### src/rtl/pape_pkg.sv
// ----------------------------------------------------------------------------
// pape_pkg
// Types and constants shared by the polygon area and perimeter engine.
// ----------------------------------------------------------------------------
package pape_pkg;

    localparam int MAX_VERTICES = 256;
    localparam int ADDR_BITS    = 8;
    localparam int COORD_BITS   = 24;
    localparam int COUNT_BITS   = 9;
    localparam int TOL_BITS     = 20;
    localparam int AREA_BITS    = 57;
    localparam int PERIM_BITS   = 42;
    localparam int RAD_BITS     = 66;   // squared length scaled by 2^16
    localparam int ROOT_BITS    = 33;

    // operation codes
    localparam logic [2:0] OP_PUSH  = 3'd0;
    localparam logic [2:0] OP_POP   = 3'd1;
    localparam logic [2:0] OP_CLEAR = 3'd2;
    localparam logic [2:0] OP_DUP   = 3'd3;
    localparam logic [2:0] OP_CALC  = 3'd4;

    // status codes
    localparam logic [1:0] ST_OK    = 2'd0;
    localparam logic [1:0] ST_FULL  = 2'd1;
    localparam logic [1:0] ST_EMPTY = 2'd2;

    typedef struct packed {
        logic [2:0]                    operation;
        logic signed [COORD_BITS-1:0]  x_coord;
        logic signed [COORD_BITS-1:0]  y_coord;
    } t_in_word;

    typedef struct packed {
        logic [1:0]            status;
        logic                  is_duplicate;
        logic [COUNT_BITS-1:0] vertex_count;
        logic [AREA_BITS-1:0]  area_doubled;
        logic [PERIM_BITS-1:0] perimeter;
    } t_out_word;

    typedef struct packed {
        logic signed [COORD_BITS-1:0] x;
        logic signed [COORD_BITS-1:0] y;
    } t_vertex;

endpackage

### src/rtl/pape_sqrt.sv
// ----------------------------------------------------------------------------
// pape_sqrt
// Integer square root, restoring method, one root bit per cycle.
// ----------------------------------------------------------------------------
module pape_sqrt (
    input  logic                          i_clk,
    input  logic                          i_rst_n,
    input  logic                          i_start,
    input  logic [pape_pkg::RAD_BITS-1:0] i_radicand,
    output logic                          o_done,
    output logic [pape_pkg::ROOT_BITS-1:0] o_root
);

    localparam int REM_BITS = pape_pkg::ROOT_BITS + 2;

    logic                           r_busy;
    logic                           r_done;
    logic [5:0]                     r_cnt;
    logic [pape_pkg::RAD_BITS-1:0]  r_rad;
    logic [REM_BITS-1:0]            r_rem;
    logic [pape_pkg::ROOT_BITS-1:0] r_root;

    logic [REM_BITS-1:0] rem_sh;
    logic [REM_BITS-1:0] trial;
    logic                take;

    // bring down two radicand bits, try root*4+1
    assign rem_sh = {r_rem[REM_BITS-3:0], r_rad[pape_pkg::RAD_BITS-1 -: 2]};
    assign trial  = {r_root, 2'b01};
    assign take   = (rem_sh >= trial);

    // control
    always_ff @(posedge i_clk) begin
        if (!i_rst_n) begin
            r_busy <= 1'b0;
            r_done <= 1'b0;
        end else begin
            r_done <= 1'b0;
            if (i_start) begin
                r_busy <= 1'b1;
            end else if (r_busy && r_cnt == 6'd0) begin
                r_busy <= 1'b0;
                r_done <= 1'b1;
            end
        end
    end

    // datapath
    always_ff @(posedge i_clk) begin
        if (i_start) begin
            r_cnt  <= 6'(pape_pkg::ROOT_BITS - 1);
            r_rad  <= i_radicand;
            r_rem  <= '0;
            r_root <= '0;
        end else if (r_busy) begin
            r_cnt  <= r_cnt - 6'd1;
            r_rad  <= {r_rad[pape_pkg::RAD_BITS-3:0], 2'b00};
            r_rem  <= take ? (rem_sh - trial) : rem_sh;
            r_root <= {r_root[pape_pkg::ROOT_BITS-2:0], take};
        end
    end

    assign o_done = r_done;
    assign o_root = r_root;

endmodule

### config.mk
export PLATFORM = sky130hd
export DESIGN_NAME = pape_sqrt
export DESIGN_NICKNAME = d
export VERILOG_FILES = /design/src/rtl/pape_pkg.sv /design/src/rtl/pape_sqrt.sv
export SDC_FILE = /design/constraint.sdc
export NUM_CORES = 1
export LEC_CHECK = 0
export BUFFER_PORTS_ARGS = -buffer_cell sky130_fd_sc_hd__buf_2
export CORE_MARGIN = 4
export CORE_UTILIZATION = 45
export DETAILED_ROUTE_END_ITERATION = 10
export PLACE_DENSITY_LB_ADDON = 0.25
export SYNTH_ARGS = -nofsm -noshare
export SYNTH_HDL_FRONTEND = slang
export SYNTH_SLANG_ARGS = --single-unit
export TNS_END_PERCENT = 50
### constraint.sdc
create_clock -name i_clk -period 2.95 [get_ports i_clk]
set_input_delay 0.59 -clock i_clk [delete_from_list [all_inputs] [get_ports i_clk]]
set_output_delay 0.59 -clock i_clk [all_outputs]
set_load 0.05 [all_outputs]
# Yosys cells after proc, flatten, opt, wreduce, memory -nomap -nowiden
# Index checks and enable logic that the tools add are counted.
[op_classes] n_addsub=2 n_div=0 n_reduce_logical=5 multipliers=0 eq_ne=0 magnitude_cmp=1 n_shift=0 bitwise_logic=1 mux=6
[op_table] op="66-bit two-way mux" count=2
[op_table] op="35-bit >= comparator" count=1
[op_table] op="33-bit two-way mux" count=1
[op_table] op="33-bit subtractor" count=1
[op_table] op="6-bit logical NOT" count=1
[op_table] op="6-bit by 1-bit subtractor with 6-bit output (second input constant)" count=1
[op_table] op="2-bit nonzero test" count=2
[op_table] op="1-bit two-way mux" count=3
[op_table] op="2-bit OR reduction" count=1
[op_table] op="1-bit logical AND" count=1
[op_table] op="1-bit inverter" count=1
[totals] memories=0 wordCells=21 input_bits=69 rom_bits=0 ram_bits=0 latch_bits=0 out_inout_bits=34 reg_bits=140

# Depth between registers and ports, before layout
# Gate-level depths: netlist of the first run.
[logic_depth] word_depth=4 depth_mapped=13 depth_no_buf=10

# Worst setup path before layout of the first run
# OpenSTA, ideal clock, no wires.
[synth_timing] path_kind="reg2reg" startpoint="register r_root (netlist bit o_root[25])" endpoint="register r_rem[14]" path_stages_with_launch=13 slack_ns=-0.041 period_less_slack_ns=2.991 setup_time_ns=0.091 arrival_ns=2.900 n_path_buf=3 path_cell_list="dfxtp_1 -> inv_1 -> ha_1 -> buf_2 -> and4_1 -> nand2_1 -> or4_4 -> a32o_2 -> nand2_4 -> buf_12 -> buf_12 -> nand2_1 -> a311oi_1"
[synth_via] elab_chain_len=2
[synth_lines] element="from (decl)" line="pape_sqrt.sv:21" rtl="logic [pape_pkg::ROOT_BITS-1:0] r_root;"
[synth_lines] element="from (signal assigned)" line="pape_sqrt.sv:59" rtl="r_root <= {r_root[pape_pkg::ROOT_BITS-2:0], take};"
[synth_lines] element="35-bit >= comparator" line="pape_sqrt.sv:30" rtl="assign take = (rem_sh >= trial);"
[synth_lines] element="33-bit two-way mux" line="pape_sqrt.sv:58" rtl="r_rem <= take ? (rem_sh - trial) : rem_sh;"
[synth_lines] element="to (signal assigned)" line="pape_sqrt.sv:58"
[synth_lines] element="to (decl)" line="pape_sqrt.sv:20" rtl="logic [REM_BITS-1:0] r_rem;"
# Every way passes these cells.
# A chain may end at the register's enable or synchronous reset.

# Worst setup path after layout of the first run
[layout_timing] startpoint="register r_root (netlist bit o_root[24])" endpoint="register r_rem[8]"
# The elaborated chain is that of the path after synthesis.

==> results of run 1 <==
## worst max-delay path by stage
stage | start | to | depth (start not counted)
floorplan | o_root[24]$_SDFFE_PP0P_ | r_rem[14]$_SDFFE_PP0P_ | 12
global placement | o_root[0]$_SDFFE_PP0P_ | r_rem[26]$_SDFFE_PP0P_ | 11
detailed placement | o_root[2]$_SDFFE_PP0P_ | r_rem[26]$_SDFFE_PP0P_ | 11
CTS | o_root[2]$_SDFFE_PP0P_ | r_rem[2]$_SDFFE_PP0P_ | 11
global route | o_root[15]$_SDFFE_PP0P_ | r_rem[30]$_SDFFE_PP0P_ | 10
finish | o_root[24]$_SDFFE_PP0P_ | r_rem[8]$_SDFFE_PP0P_ | 11
## power by group
| part | total, mW | switching [mW] | internal [mW] | leakage (nW) |
|---|---|---|---|---|
| logic | 4.06 | 2.22 | 1.84 | 2.28 |
| registers | 2.43 | 0.139 | 2.29 | 1.27 |
| clock network | 2.28 | 0.915 | 1.36 | 0.305 |
| total | 8.77 | 3.28 | 5.49 | 3.86 |
## worst max-delay path: cells and delay by family, from the launching register on
family / cells / cell delay [ps]
AOI/OAI and AO/OA: 2 / 430
adders and majority gates: 1 / 400
buffers and inverters: 2 / 210
DFF: 1 / 360
muxes: 1 / 220
and+or+nand+nor: 5 / 1010
## area by class of cell
| type | instances | area (um^2) |
|---|---|---|
| fillers | 1498 | 7412 |
| multi-input cells | 537 | 3985 |
| flip-flops and latches | 140 | 3473 |
| repair buffers | 137 | 817.0 |
| clock buffers | 17 | 425.4 |
| well taps | 220 | 275.3 |
| clock inverters | 15 | 198.9 |
| inverters | 46 | 172.7 |
## per-layer routing
metal	vias to the layer above	wire [um]	global-route usage, %
li1	2998	-	-
met1	2795	7937	22.66
met2	119	7747	27.68
met3	16	1080	6.415
met4	2	154	4.943
met5	-	20	0
## kinds of logic after synthesis
logic type               share of synthesized area [%]
AND/OR/NAND/NOR                                  12.91
multiplexers                                     15.25
AO/OA/AOI/OAI                                    13.62
flip-flops                                       44.67
adder cells (fa/ha/maj)                          5.809
buffers and inverters                            4.696
XOR/XNOR                                         3.050
## registers in the layout, indices dropped and copies added (netlist names)
register  flops
r_rem        33
r_busy        1
r_cnt         6
o_root       33
r_rad        66
o_done        1
## Yosys cell counts, types with 3 or more instances
cell type / n
mux2i_1: 45
xnor2_1: 15
o211ai_1: 4
nand3_1: 19
o21a_1: 8
xor2_1: 12
nor3_1: 9
buf_1: 5
a21oi_1: 36
inv_1: 45
nand4_1: 7
nor2_1: 88
nand2_1: 47
mux2_2: 65
a31oi_1: 5
dfxtp_1: 74
buf_2: 7
a311oi_2: 4
a21o_1: 13
ha_1: 36
o21ai_0: 26
and4_1: 3
a311oi_1: 9
nand3b_1: 3
nand2b_1: 7
a211oi_1: 17
clkbuf_1: 23
a32oi_1: 4
edfxtp_1: 66
and3_1: 3
and2_1: 8
a211o_1: 3
nor2b_1: 6
## timing repair
item	in CTS	in global routing
setup endpoints to repair	0	27
buffers inserted	0	2
gates resized for setup	0	18
## stage by stage
stage | instances | setup slack (ps)
after global placement | 1077 | 170.6
after global routing | 1112 | -28.52
after CTS | 1109 | 76.42
final | 1112 | 171.8
after detailed placement | 1077 | 80.08
after floorplan | 761 | 0.6692
==> results by group, run 1 <==
Synth
  – Post-synthesis sequential area ratio: between 40 and 50%
  – Leading area contributor after synthesis: edfxtp_1
  – Top post-synthesis cells by area: edfxtp_1, dfxtp_1, mux2_2, ha_1, mux2i_1
  – Ys async rst share: 0%
  – Synth Warn #: 0
  – Post-synth cell types: 65
  – Area share of the largest cell type after synthesis: roughly 26%
  – Number of flops mapped to enable cells by yosys: 66
  – Main synth FF type: dfxtp_1
  – Number of synthesized register bits: 140
  – Synth Instances: between 700 and 800
  – Avg Inst Size Synth: about 10 um^2
  – Syn_nets: approximately 870
  – Post-synth design cell area: 7754 um^2

Global routing
  – Grt total ovfl: 0
  – First-pass GRT wire length: approximately 28 mm
  – Initial antenna violation count: 1
  – Total track usage: ~18%
  – Largest net degree at the start of global routing: 67
  – Vias in the first global route: roughly 5.7k

STA
  – Fin crit share: roughly 94%
  – Final Hold Violating Endpoints: 0
  – Setup Skew: 9.138 ps
  – Worst Tran Pin Value: roughly 550 ps
  – Fin Hold WS: about 390 ps
  – Slew Limit Fails: 0
  – Fmax achieved: between 300 and 400 MHz
  – Slew margin rel.: a little over three fifths
  – Total Neg Setup Slack: 0 ps
  – Period minus WS final: approximately 2800 ps
  – Unrepaired setup endpoints after global routing: true
  – Final setup fails: 0

Setup path
  – R2R Path Start: o_root[24]$_SDFFE_PP0P_
  – R2R Setup Slk: 170 ps
  – Reg-to-reg endpoint: r_rem[8]$_SDFFE_PP0P_
  – Crit path cell chain: inv_1, ha_2, nand3_4, nor2_4, nand2_1, or4_4, a32o_2, nand2_8, buf_12, mux2i_1, a211oi_2
  – Crit-path max FO: 11
  – Worst EP required: 3240 ps
  – Type of origin of the critical path: register
  – Setup CP Type: register to register
  – Critical-path top delay cell: or4_4
  – Largest stage delay, worst path: roughly 520 ps
  – Worst path arrival time: 3070 ps
  – R2R cell count: 11
  – Crit. End Element: register

Place
  – GPL Wtd Cong: a little over 0.9
  – Port bufs: 102
  – Placed inst area: between 8000 and 9000 um^2
  – Post-DP HPWL: 11.99 mm

Die
  – Die H: between 100 and 150 um
  – Die W: 139.3 um
  – Die area: just under 20,000 um^2
  – IO Pins: about 100
  – Initial core utilization: a little under half
  – Rows: 47
  – Core ar.: between 15,000 and 20,000 um^2

Clock network
  – CTS max path bufs: 2
  – TritonCTS Sinks: between 100 and 150
  – CTS Hold Bufs: 0
  – Root buf cell: clkbuf_16
  – Htree depth: 4
  – CTS tree: yes
  – CTS buffer count: 17
  – Clock-pin transition on the worst setup and hold timing paths: approximately 60 ps
  – Clk Latency, worst-skew pair: roughly 430 ps

Pwr
  – PwrDens: 938.0 nW/um^2
  – Leakage: between 3 and 4 nW
  – Total power: between 8 and 9 mW
  – VDD IR-drop max: about 0.00053 V

Routing
  – ANT nets after route: 0
  – 1st-pass router iterations: 5
  – WL/cell: approximately 15 um
  – Post-DR vias/cell: about 5.3
  – Vias: approximately 5.9k
  – Final WL: 16.94 mm
  – # DRC: 0
  – Initial drt markers: roughly 410

Cells and area
  – Most frequent cells in the layout: buf_2, nor2_1, dfxtp_1
  – Utilization after layout: between 50% and 60%
  – Share of layout cells above drive strength 1: between 20% and 30%
  – Final net count: about 980
  – Synth-to-layout area growth: 20.56%
  – Antenna Cells: 0
  – Most common cell after layout, fill and taps aside: buf_2
  – Design area: just over 9000 um^2

Outcome
  – Status: complete, no violations

Hold path
  – Hold Path Depth: 2
  – Hold Path Sink: o_done$_SDFF_PP0_
  – Hold path startpoint: i_rst_n
  – Worst Hold Class: input port to register

Job
  – Max-cap check violation count: 0
Power figures use the tool's default switching activity.
==> run 2, diff against run 1 <==
--- a/config.mk
+++ b/config.mk
@@ -9,7 +9,7 @@
 export CORE_MARGIN = 4
 export CORE_UTILIZATION = 45
 export DETAILED_ROUTE_END_ITERATION = 10
-export PLACE_DENSITY_LB_ADDON = 0.25
+export PLACE_DENSITY = 0.73
 export SYNTH_ARGS = -nofsm -noshare
 export SYNTH_HDL_FRONTEND = slang
 export SYNTH_SLANG_ARGS = --single-unit
==> run 2 against run 1 <==
Effect of this change:
- total power down 3.9%
- global-route usage up 0.057 points
- first-iteration DRC count down 16%
- design area down 0.87%
- clock skew about the same
- count of clock-buffer cells in the layout unchanged
- clock power down 5%
- hold slack better by 6.8 ps
- sequential cell count unchanged
==> results by group, run 2 (synthesis gave the netlist of run 1 again) <==
Outcome
  – Status: complete, no violations

Global routing
  – Grt total ovfl: 0
  – Met1 GRT Util: 23.04%
  – Vias in the first global route: between 5k and 6k
  – Initial antenna violation count: 1
  – First-pass GRT wire length: about 29 mm
  – Largest net degree at the start of global routing: between 100 and 150
  – GRT met3 Usage: 5.798%
  – Routing usage on met2: approximately 28%
  – Gr busiest metal: met2
  – Total track usage: between 10% and 20%

Routing
  – 1st-pass router iterations: 5
  – Final WL: approximately 17 mm
  – Vias: between 5k and 6k
  – ANT nets after route: 0
  – Initial drt markers: between 300 and 400
  – # DRC: 0
  – Post-DR vias/cell: 5.350
  – WL/cell: 15.11 um

Clock network
  – CTS buffer count: 17
  – CTS tree: yes
  – TritonCTS Sinks: 140
  – CTS max path bufs: 2
  – Clk Latency, worst-skew pair: between 400 and 500 ps
  – Clock-pin transition on the worst setup and hold timing paths: about 60 ps
  – Htree depth: 4
  – Root buf cell: clkbuf_16
  – CTS Hold Bufs: 0

Cells and area
  – Synth-to-layout area growth: 19.51%
  – Share of layout cells above drive strength 1: approximately 29%
  – Utilization after layout: 55.29%
  – Most frequent cells in the layout: buf_2, nor2_1, dfxtp_1
  – Register bank with the most flops: r_rad
  – Antenna Cells: 0
  – Largest register FFs: 66
  – Final net count: 978
  – Most common cell after layout, fill and taps aside: buf_2

Die
  – IO Pins: 103
  – Core ar.: approximately 17,000 um^2
  – Die area: just under 20,000 um^2
  – Die W: 139.3 um
  – Initial core utilization: between 40% and 50%
  – Rows: 47
  – Die H: 139.3 um

Place
  – Post-DP HPWL: around 12 mm
  – GPL Wtd Cong: between 0.8 and 0.9
  – Port bufs: about 100

Setup path
  – Worst EP required: between 3000 and 4000 ps
  – Setup CP Type: register to register
  – Crit. End Element: register
  – Type of origin of the critical path: register
  – Worst path arrival time: ~3100 ps
  – Crit-path max FO: 12

Hold path
  – Worst Hold Class: input port to register

STA
  – Worst Tran Pin Value: 581.1 ps
  – Final Hold Violating Endpoints: 0
  – Total Neg Setup Slack: 0 ps
  – Setup Skew: 8.756 ps
  – Fmax achieved: around 360 MHz
  – Slew margin rel.: between 60% and 70%
  – Fin crit share: about 94%
  – Unrepaired setup endpoints after global routing: false
  – Final setup fails: 0
  – Slew Limit Fails: 0
  – Period minus WS final: ~2800 ps

Pwr
  – Leakage: ~3.8 nW
  – PwrDens: between 900 and 1000 nW/um^2
  – VDD IR-drop max: around 0.00059 V

Job
  – Max-cap check violation count: 0
-- run 2: final cells by class --
type / instances / area, um^2
tap: 220 / 275.3
timing repair buffer: 131 / 775.7
fill: 1473 / 7493
clock inverter: 15 / 177.7
multi-input combinational: 537 / 3966
inverter: 46 / 172.7
sequential: 140 / 3473
clock buffer: 17 / 425.4
-- run 2: through the flow --
stage / cell area (um^2) / cells / setup WS (ps) / power (mW) / hold slack, ps
global route: 9266 / 1106 / 11.39 / 9.021 / 394.5
floorplan: 7760 / 761 / 0.6692 / 5.358 / 436.4
finish: 9266 / 1106 / 177.0 / 8.430 / 396.2
detailed placement: 8616 / 1074 / 82.80 / 6.191 / 464.6
global placement: 8616 / 1074 / 170.1 / 6.157 / 457.0
CTS: 9219 / 1106 / 53.77 / 8.386 / 382.4
-- run 2: layer usage --
layer	routed length, um	up-vias
met1	7657	2748
li1	-	3001
met2	7766	142
met4	265	2
met3	1016	24
met5	7	-
-- run 2: final timing paths --
| kind | depth (start not counted) | to | from | slack, ps |
|---|---|---|---|---|
| max | 11 | r_rem[7]$_SDFFE_PP0P_ | o_root[2]$_SDFFE_PP0P_ | 180 |
| min reg2reg | 2 | r_cnt[0]$_SDFFE_PP0P_ | r_cnt[0]$_SDFFE_PP0P_ | 480 |
| min | 2 | o_done$_SDFF_PP0_ | i_rst_n | 400 |
| max reg2reg | 11 | r_rem[7]$_SDFFE_PP0P_ | o_root[2]$_SDFFE_PP0P_ | 180 |
-- run 2: timing repair --
action,4_1_cts,5_1_grt
endpoints found under the setup margin,0,30
setup buffers,0,0
gates resized for setup,0,12
-- run 2: where the power goes --
group / internal, mW / total [mW] / switching, mW / leakage (nW)
Sequential: 2.29 / 2.43 / 0.144 / 1.27
Clock: 1.21 / 2.16 / 0.956 / 0.293
Combinational: 1.71 / 3.83 / 2.12 / 2.26
-- run 2: critical path, cell delays in order, from the launching register on --
cell      delay (ps)
dfxtp_2          350
inv_1             50
ha_1             240
or3_1            430
o221ai_2         240
a21boi_1         130
o211a_1          300
o211ai_4         250
nand2_4          140
buf_12           180
mux2i_1          120
a211oi_1         250
==> run 3, diff against run 2 <==
--- a/config.mk
+++ b/config.mk
@@ -9,7 +9,7 @@
 export CORE_MARGIN = 4
 export CORE_UTILIZATION = 45
 export DETAILED_ROUTE_END_ITERATION = 10
-export PLACE_DENSITY = 0.73
+export PLACE_DENSITY = 0.75
 export SYNTH_ARGS = -nofsm -noshare
 export SYNTH_HDL_FRONTEND = slang
 export SYNTH_SLANG_ARGS = --single-unit
==> constraint.sdc (replaced) <==
create_clock -name i_clk -period 2.42 [get_ports i_clk]
set_input_delay 0.484 -clock i_clk [delete_from_list [all_inputs] [get_ports i_clk]]
set_output_delay 0.484 -clock i_clk [all_outputs]
set_load 0.05 [all_outputs]
==> run 3 against run 2 <==
Effect of this change:
- the run now ends with setup timing left
- final cell count is 13% higher
- sequential power rose by 22%
- clock power grew 25%
- maximum frequency up 4.9%
- critical path depth is 1 higher
- hold slack lost 120 ps
- global-route usage up 3.2 points
- count of clock-buffer cells in the layout unchanged
- critical path type unchanged
- highest routed layer is now met4
==> results by group, run 3 (synthesis gave the netlist of run 1 again) <==
Pwr
  – PwrDens: 1182 nW/um^2
  – Leakage: ~4.7 nW
  – VDD IR-drop max: around 0.00076 V
  – Total power: between 10 and 15 mW

STA
  – Slew margin rel.: 64.36%
  – Fin crit share: 109.3%
  – Setup Skew: around 9.4 ps
  – Final setup fails: 34
  – Final Hold Violating Endpoints: 0
  – Slew Limit Fails: 0
  – Final Worst Setup Slack: -224.4 ps
  – Fmax achieved: about 380 MHz
  – Total Neg Setup Slack: -4694 ps
  – Fin Hold WS: ~270 ps
  – Worst Tran Pin Value: approximately 530 ps
  – Unrepaired setup endpoints after global routing: true
  – Period minus WS final: 2644 ps

Cells and area
  – Largest register FFs: 66
  – Layout Cells excl Fill: about 1.2k
  – Share of layout cells above drive strength 1: 51.17%
  – Fill count: 1,246
  – Most frequent cells in the layout: buf_4, buf_2, nor2_1
  – Antenna Cells: 0
  – Synth-to-layout area growth: 43.57%
  – Register bank with the most flops: r_rad
  – Final net count: roughly 1.1k
  – Most common cell after layout, fill and taps aside: buf_4

Clock network
  – CTS Hold Bufs: 0
  – TritonCTS Sinks: 140
  – Htree depth: 4
  – Clk Latency, worst-skew pair: roughly 430 ps
  – CTS buffer count: 17
  – Root buf cell: clkbuf_16
  – Clock-pin transition on the worst setup and hold timing paths: approximately 70 ps
  – CTS tree: yes
  – CTS max path bufs: 2

Setup path
  – Crit-path max FO: 7
  – Setup CP Type: register to register
  – Crit. End Element: register
  – Type of origin of the critical path: register
  – Worst EP required: about 2800 ps
  – Worst path arrival time: a little under 3000 ps

Global routing
  – Largest net degree at the start of global routing: 100
  – Grt total ovfl: 0
  – Initial antenna violation count: 0
  – First-pass GRT wire length: around 33 mm
  – Vias in the first global route: 6,831
  – Total track usage: approximately a fifth

Die
  – Die W: 139.3 um
  – Initial core utilization: a little under half
  – Die H: around 140 um
  – Core ar.: between 15,000 and 20,000 um^2
  – Rows: 47
  – IO Pins: slightly above 100
  – Die area: approximately 19,000 um^2

Routing
  – # DRC: 0
  – WL/cell: 16.96 um
  – Initial drt markers: approximately 320
  – 1st-pass router iterations: 8
  – Vias: between 6k and 7k
  – Post-DR vias/cell: roughly 5.5
  – ANT nets after route: 0
  – Final WL: 21.13 mm

Place
  – GPL Wtd Cong: 0.9267
  – Post-DP HPWL: 13.48 mm
  – Placed cells: about 1.2k
  – Port bufs: between 100 and 150

Hold path
  – Worst Hold Class: input port to register

Outcome
  – Failing checks: setup timing
  – Status: finished with violations

Job
  – Max-cap check violation count: 0
==> run 3: power breakdown <==
part,internal (mW),switching (mW),total (mW)
sequential,2.78,0.188,2.96
combinational,3.80,3.71,7.51
clock,1.55,1.13,2.69
total,8.13,5.03,13.2
==> run 3: metal layers <==
metal | GRT usage (%) | part of all wire (%) | vias up
met1 | 25.01 | 41 | 3228
met5 | 0 | 0 | -
met3 | 6.449 | 6.9 | 58
met4 | 5.407 | 2.9 | 0
met2 | 36.08 | 49 | 253
li1 | - | - | 3278
==> run 3: area by class of cell <==
class / instances / area [um^2] / area share (%)
clock inverter: 15 / 173.9 / 1.562
timing repair buffer: 270 / 1908 / 17.14
sequential: 140 / 3555 / 31.93
tap: 220 / 275.3 / 2.473
inverter: 46 / 176.4 / 1.585
clock buffer: 17 / 425.4 / 3.822
multi-input combinational: 538 / 4618 / 41.49
==> run 3: worst max-delay path, stage by stage, from the launching register on <==
cell	delay, ps
edfxtp_1	400
buf_4	150
buf_4	130
o21a_4	230
o221ai_4	240
a21boi_2	110
o211a_4	280
o211ai_4	240
nand2_4	90
buf_12	140
buf_12	140
mux2i_4	180
a211oi_2	200
==> run 3: timing repair <==
action / in CTS / in global routing
cloned: 4 / 0
resized for setup: 54 / 78
endpoints found under the hold margin: 0 / 0
setup endpoints to repair: 34 / 34
pin swaps: 37 / 41
buffers inserted: 13 / 5
==> run 3: path summary, 6_finish.rpt <==
path | start | slack, ps | endpoint | cells past startpoint
max | r_rad[65]$_DFFE_PP_ | -220 | r_rem[10]$_SDFFE_PP0P_ | 12
min | i_rst_n | 270 | o_done$_SDFF_PP0_ | 2
max reg2reg | r_rad[65]$_DFFE_PP_ | -220 | r_rem[10]$_SDFFE_PP0P_ | 12
min reg2reg | r_cnt[0]$_SDFFE_PP0P_ | 480 | r_cnt[0]$_SDFFE_PP0P_ | 2
==> run 3: stage by stage <==
stage	cell area (um^2)	utilization, %	setup slack (ps)
after floorplan	7966	-	-210.9
after global placement	9717	57.98	-187.6
after detailed placement	9717	57.98	-246.3
after CTS	10770	64.26	-158.0
after global routing	11130	66.42	-293.1
final	11130	66.42	-224.4
